--- config.mk ---
export PLATFORM = sky130hd
export DESIGN_NAME = ffa_controller
export DESIGN_NICKNAME = d
export VERILOG_FILES = /design/src/rtl/ffa_pkg.sv /design/src/rtl/ffa_controller.sv
export SDC_FILE = /design/constraint.sdc
export NUM_CORES = 1
export LEC_CHECK = 0
export BUFFER_PORTS_ARGS = -buffer_cell sky130_fd_sc_hd__buf_4
export CAP_MARGIN = 10
export CORE_AREA = 2 2 41 43
export DETAILED_ROUTE_END_ITERATION = 8
export DIE_AREA = 0 0 43 45
export PLACE_DENSITY_LB_ADDON = 0.25
export REMOVE_ABC_BUFFERS = 1
export SLEW_MARGIN = 20
export SYNTH_ARGS = -nofsm -noshare
export SYNTH_HDL_FRONTEND = slang
export SYNTH_SLANG_ARGS = --single-unit
--- constraint.sdc ---
create_clock -name clk -period 2.3 [get_ports clk]
set_input_delay 0.46 -clock clk [delete_from_list [all_inputs] [get_ports clk]]
set_output_delay 0.46 -clock clk [all_outputs]
set_load 0.01 [all_outputs]
--- src/rtl/ffa_pkg.sv ---
// ---------------------------------------------------------------------------
// ffa_pkg
// Field widths, result codes, state encodings and the command and status
// bundles shared by the heap allocator modules.
// ---------------------------------------------------------------------------
`timescale 1ns / 1ps

package ffa_pkg;

	// Payload field widths.
	localparam int unsigned OP_W     = 1;
	localparam int unsigned REQ_W    = 13;
	localparam int unsigned OFF_W    = 12;
	localparam int unsigned STATUS_W = 3;

	// Operation codes.
	localparam logic [OP_W-1:0] OPER_ALLOC = 1'b0;
	localparam logic [OP_W-1:0] OPER_FREE  = 1'b1;

	// Result status codes.
	typedef enum logic [STATUS_W-1:0] {
		ST_OK           = 3'd0,
		ST_ZERO_SIZE    = 3'd1,
		ST_NO_FIT       = 3'd2,
		ST_NULL_IGNORED = 3'd3,
		ST_INVALID      = 3'd4,
		ST_DOUBLE_FREE  = 3'd5
	} status_t;

	// Datapath operations, one per controller step.
	typedef enum logic [4:0] {
		DP_IDLE,
		DP_INIT,
		DP_DECODE,
		DP_A_READ,
		DP_A_CHECK,
		DP_A_CARVE,
		DP_A_LINK,
		DP_F_READ,
		DP_F_CHECK,
		DP_F_TARGET,
		DP_F_MARK,
		DP_F_NEXT,
		DP_F_NEXT_LINK,
		DP_F_UL_READ,
		DP_F_UL_CHECK,
		DP_F_PREV,
		DP_F_MERGE,
		DP_FINISH
	} dp_op_t;

	// Controller states.
	typedef enum logic [4:0] {
		S_INIT,
		S_IDLE,
		S_DECODE,
		S_A_READ,
		S_A_CHECK,
		S_A_CARVE,
		S_A_LINK,
		S_F_READ,
		S_F_CHECK,
		S_F_TARGET,
		S_F_MARK,
		S_F_NEXT,
		S_F_NEXT_LINK,
		S_F_UL_READ,
		S_F_UL_CHECK,
		S_F_PREV,
		S_F_MERGE,
		S_FINISH
	} ffa_state_t;

	// Commands from the controller to the datapath.
	typedef struct packed {
		dp_op_t  op;
		logic    in_ready;
		logic    res_set;
		status_t res_code;
		logic    out_load;
	} ffa_cmd_t;

	// Status from the datapath to the controller.
	typedef struct packed {
		logic    in_fire;
		logic    is_free;
		logic    dec_err;
		status_t dec_code;
		logic    walk_ok;
		logic    a_fit;
		logic    f_cont;
		logic    f_hit;
		logic    f_bad;
		logic    f_dbl;
		logic    f_nb_in;
		logic    f_nb_free;
		logic    f_head_hit;
		logic    ul_hit;
		logic    has_prev;
		logic    out_free;
	} ffa_stat_t;

endpackage

--- src/rtl/ffa_controller.sv ---
// ---------------------------------------------------------------------------
// ffa_controller
// Sequencer for allocate and free: steps the datapath through the list and
// block walks and decides the result status.
// ---------------------------------------------------------------------------
`timescale 1ns / 1ps

module ffa_controller (
	input  logic               clk,
	input  logic               arst_n,
	input  ffa_pkg::ffa_stat_t stat,
	output ffa_pkg::ffa_cmd_t  cmd
);
	import ffa_pkg::*;

	ffa_state_t state_q, state_d;

	// State register.
	always_ff @(posedge clk or negedge arst_n) begin
		if (!arst_n) begin
			state_q <= S_INIT;
		end else begin
			state_q <= state_d;
		end
	end

	// Next state.
	always_comb begin
		state_d = state_q;
		case (state_q)
			S_INIT:     state_d = S_IDLE;
			S_IDLE:     if (stat.in_fire) state_d = S_DECODE;
			S_DECODE: begin
				if (stat.dec_err) state_d = S_FINISH;
				else if (stat.is_free) state_d = S_F_READ;
				else state_d = S_A_READ;
			end
			S_A_READ:   state_d = stat.walk_ok ? S_A_CHECK : S_FINISH;
			S_A_CHECK:  state_d = stat.a_fit ? S_A_CARVE : S_A_READ;
			S_A_CARVE:  state_d = S_A_LINK;
			S_A_LINK:   state_d = S_FINISH;
			S_F_READ: begin
				if (!stat.f_cont) state_d = S_FINISH;
				else if (stat.f_hit) state_d = S_F_TARGET;
				else state_d = S_F_CHECK;
			end
			S_F_CHECK:  state_d = stat.f_bad ? S_FINISH : S_F_READ;
			S_F_TARGET: state_d = S_F_MARK;
			S_F_MARK: begin
				if (stat.f_dbl) state_d = S_FINISH;
				else if (stat.f_nb_in) state_d = S_F_NEXT;
				else state_d = S_F_PREV;
			end
			S_F_NEXT:      state_d = stat.f_nb_free ? S_F_NEXT_LINK : S_F_PREV;
			S_F_NEXT_LINK: state_d = stat.f_head_hit ? S_F_PREV : S_F_UL_READ;
			S_F_UL_READ:   state_d = stat.walk_ok ? S_F_UL_CHECK : S_F_PREV;
			S_F_UL_CHECK:  state_d = stat.ul_hit ? S_F_PREV : S_F_UL_READ;
			S_F_PREV:      state_d = stat.has_prev ? S_F_MERGE : S_FINISH;
			S_F_MERGE:     state_d = S_FINISH;
			S_FINISH:      if (stat.out_free) state_d = S_IDLE;
			default:       state_d = S_INIT;
		endcase
	end

	// Commands for the current state.
	always_comb begin
		cmd.op       = DP_IDLE;
		cmd.in_ready = 1'b0;
		cmd.res_set  = 1'b0;
		cmd.res_code = ST_OK;
		cmd.out_load = 1'b0;
		case (state_q)
			S_INIT: cmd.op = DP_INIT;
			S_IDLE: begin
				cmd.op       = DP_IDLE;
				cmd.in_ready = 1'b1;
			end
			S_DECODE: begin
				cmd.op       = DP_DECODE;
				cmd.res_set  = stat.dec_err;
				cmd.res_code = stat.dec_code;
			end
			S_A_READ: begin
				cmd.op       = DP_A_READ;
				cmd.res_set  = !stat.walk_ok;
				cmd.res_code = ST_NO_FIT;
			end
			S_A_CHECK: cmd.op = DP_A_CHECK;
			S_A_CARVE: cmd.op = DP_A_CARVE;
			S_A_LINK: begin
				cmd.op       = DP_A_LINK;
				cmd.res_set  = 1'b1;
				cmd.res_code = ST_OK;
			end
			S_F_READ: begin
				cmd.op       = DP_F_READ;
				cmd.res_set  = !stat.f_cont;
				cmd.res_code = ST_INVALID;
			end
			S_F_CHECK: begin
				cmd.op       = DP_F_CHECK;
				cmd.res_set  = stat.f_bad;
				cmd.res_code = ST_INVALID;
			end
			S_F_TARGET: cmd.op = DP_F_TARGET;
			S_F_MARK: begin
				cmd.op       = DP_F_MARK;
				cmd.res_set  = stat.f_dbl;
				cmd.res_code = ST_DOUBLE_FREE;
			end
			S_F_NEXT:      cmd.op = DP_F_NEXT;
			S_F_NEXT_LINK: cmd.op = DP_F_NEXT_LINK;
			S_F_UL_READ:   cmd.op = DP_F_UL_READ;
			S_F_UL_CHECK:  cmd.op = DP_F_UL_CHECK;
			S_F_PREV: begin
				cmd.op       = DP_F_PREV;
				cmd.res_set  = 1'b1;
				cmd.res_code = ST_OK;
			end
			S_F_MERGE: cmd.op = DP_F_MERGE;
			S_FINISH: begin
				cmd.op       = DP_FINISH;
				cmd.out_load = stat.out_free;
			end
			default: cmd.op = DP_IDLE;
		endcase
	end
endmodule

==> results.yml <==
logic_synthesis:
  yosys_register_bits: 5
  syn-mean-instance-area_sq_um: 7.28
  ys_dominant_reg_cell: "sky130_fd_sc_hd__dfrtp_1"
  ys.warnings.count: 0
  synthDistinctLibCells: 42
  count_of_flip_flops_with_a_built_in_enable_after_synthesis: 0
  netlist_area_sq_um: 692
  syn_inst: 95
  synthArstFlopShare_pct: 100
  synth_sequential_area_ratio_pct: 18.1
detailed_routing:
  antenna_left: 0
  routed_wirelength_mm: 1.83
  drt_iter0_drc: 15
  drc_errors: 0
  vias: 849
  dr.pass1.iters: 5
  routed_wire_length_per_instance_um: 13.4
  post_drt_via_cell_ratio: 6.20
place:
  buffer_ports.inserted: 30
  dpl-instance-area_sq_um: 901
  gpl.final_weighted_congestion: 0.776
  post-place-cells: 133
  hpwlAfterDp_mm: 1.31
clocking:
  cts-root-to-sink-buffers: 2
  clock_tree.root_cell: "sky130_fd_sc_hd__clkbuf_4"
  clk-insertion-delay-late_ps: 240
  hold_buffers: 0
  clkSinkCount: 5
  cts_tree: "built"
  cts.reportedPaths.clkPinSlew_ps: 40
  clock_tree.htree_level_count: 1
  cts_buffers: 3
die:
  start_util_pct: 47.0
  num_io_pins: 31
  die_h_um: 45
  placeable_core_region_sq_um: 1470
  core.rowCount: 14
  fp.dieArea_sq_um: 1940
  die_width_um: 43
timing:
  setup_violations: 0
  fin_crit_sh_pct: 92.2
  timing.final.max_slew_violations: 0
  post-route-min-period_ps: 2120
  maximum_operating_frequency_ghz: 0.471
  final.setup.tns_ps: 0
  rsz0062_at_grt: "no"
  skew_ps: 4.80
  worst-slew-pin-transition_ps: 612
  timing_hold_violations_final: 0
  maxSlewHeadroom_pct: 59.2
finish:
  layout_commonest_cell: "sky130_fd_sc_hd__buf_4"
  largest-register: "state_q"
  largest_registers_in_the_final_layout: "state_q (5)"
  antennaDiodeCount: 0
  fill_cells: 144
  final_cell_count_no_fill: 137
  area.growth.synth_to_final_pct: 34.5
  nets: 142
  largest_register_ff_count: 5
  final_cell_mix: "sky130_fd_sc_hd__buf_4 (33), sky130_fd_sc_hd__nor2_1 (7), sky130_fd_sc_hd__nand2_1 (6)"
  finalInstanceArea_sq_um: 931
  final-seq-area_sq_um: 129
  drive_above_1_share_pct: 35.5
  area_occupied_by_multi_input_gates_sq_um: 493
setup_path:
  worst_r2r_startpoint: "state_q[0]"
  worst-endpoint-required_ps: 1840
  worst-r2r-cell-count: 5
  r2r_setup_slk_ps: 700
  start_to_end_type_of_the_worst_setup_path: "flip-flop to primary output"
  cp.arrival_ps: 1660
  startpoint_type: "flip-flop"
  critPathMaxFanout: 19
  timing.rr.end: "state_q[2]"
  end_kind: "primary output"
global_routing:
  gr-total-overflow: 0
  groute.usage.overall_pct: 19.6
  global_route_wire_length_before_repair_mm: 2.95
  grt_start_max_net_pins: 22
  antenna_violations_before_repair: 0
  first_global_vias: 693
power_and_ir_drop:
  fin_total_pwr_w: 0.000933
  power_density_over_cell_area_nw_per_um2: 1000
  static-leakage-power_nw: 0.410
  vdd_ir_drop_max_v: 0.000578
job:
  cap_viol_max_count: 0
outcome:
  outcome: "complete, no violations"
min_path:
  hp-class: "input port to asynchronous set/reset pin"
## what timing repair did
action,4_1_cts,5_1_grt
endpoints found under the setup margin,0,4
setup buffers,0,0
resized for setup,0,3
## worst max-delay path, stage by stage, from the launching register on
cell and delay [ps]:
sky130_fd_sc_hd__dfrtp_2 520, sky130_fd_sc_hd__nor3_2 390, sky130_fd_sc_hd__and2_1 230, sky130_fd_sc_hd__and3_1 170, sky130_fd_sc_hd__buf_4 120
## cells in the mapped netlist (2+ instances only)
cell type                  number  share of area (%)
sky130_fd_sc_hd__a31oi_1        3                2.7
sky130_fd_sc_hd__dfrtp_1        5                 18
sky130_fd_sc_hd__nor2_1         7                3.8
sky130_fd_sc_hd__nand3_1        4                2.9
sky130_fd_sc_hd__nand2_1        6                3.3
sky130_fd_sc_hd__nor2b_1        5                4.5
sky130_fd_sc_hd__or3_1          2                1.8
sky130_fd_sc_hd__mux2i_1        2                2.9
sky130_fd_sc_hd__and3_1         2                1.8
sky130_fd_sc_hd__a21oi_1        2                1.4
sky130_fd_sc_hd__buf_4          3                3.3
sky130_fd_sc_hd__buf_2          5                3.6
sky130_fd_sc_hd__clkbuf_1       2                1.1
sky130_fd_sc_hd__o21ai_0        3                2.2
sky130_fd_sc_hd__a22o_1         2                2.5
sky130_fd_sc_hd__nor3_1         5                3.6
sky130_fd_sc_hd__a32oi_1        3                3.8
sky130_fd_sc_hd__nor4_1         3                2.7
sky130_fd_sc_hd__inv_1          3                1.6
sky130_fd_sc_hd__nand2b_1       5                4.5
sky130_fd_sc_hd__or4_1          2                2.2
## area by class of cell
type / instances / share of cell area [%]
clock buffers: 4 / 2.82
inverters: 4 / 1.61
multi-input cells: 75 / 53.0
flip-flops and latches: 5 / 13.8
well taps: 16 / 2.15
repair buffers: 33 / 26.6
## metrics by stage
step,hold WS [ps],worst slack (ps),util [%]
CTS,9.92,31.4,63.0
floorplan,164,436,-
global placement,261,345,61.2
detailed placement,263,293,61.2
finish,12.9,179,63.3
global route,9.62,58.8,63.3
## cell families after synthesis
group | synth area share [%]
XOR/XNOR | 1.27
flip-flops | 18.1
multiplexers | 2.89
AND/OR/NAND/NOR | 36.9
AO/OA/AOI/OAI | 30.2
buffers and inverters | 10.7
## power breakdown
group | internal [W] | switching (W) | leakage, nW
clock | 0.0000654 | 0.0000324 | 0.0150
combinational | 0.000308 | 0.000278 | 0.334
sequential | 0.000121 | 0.000129 | 0.0606
total | 0.000494 | 0.000439 | 0.410
## routing by layer
layer | up-vias | GRT usage (%) | share of wire [%]
li1 | 412 | - | -
met1 | 399 | 25.1 | 43
met2 | 38 | 34.2 | 49
met3 | 0 | 3.60 | 8.0
met4 | 0 | 5.45 | 0
met5 | - | 0 | 0
## worst max-delay path by stage
stage | startpoint | end | slack, ps | cells past startpoint
after floorplan | state_q[0] | cmd[5] | 440 | 3
after detailed placement | state_q[2] | cmd[4] | 290 | 4
after global placement | state_q[2] | cmd[4] | 350 | 4
after global routing | state_q[2] | cmd[0] | 60 | 4
final | state_q[2] | cmd[0] | 180 | 4
after CTS | state_q[2] | cmd[4] | 30 | 4
Power figures use the tool's default switching activity.
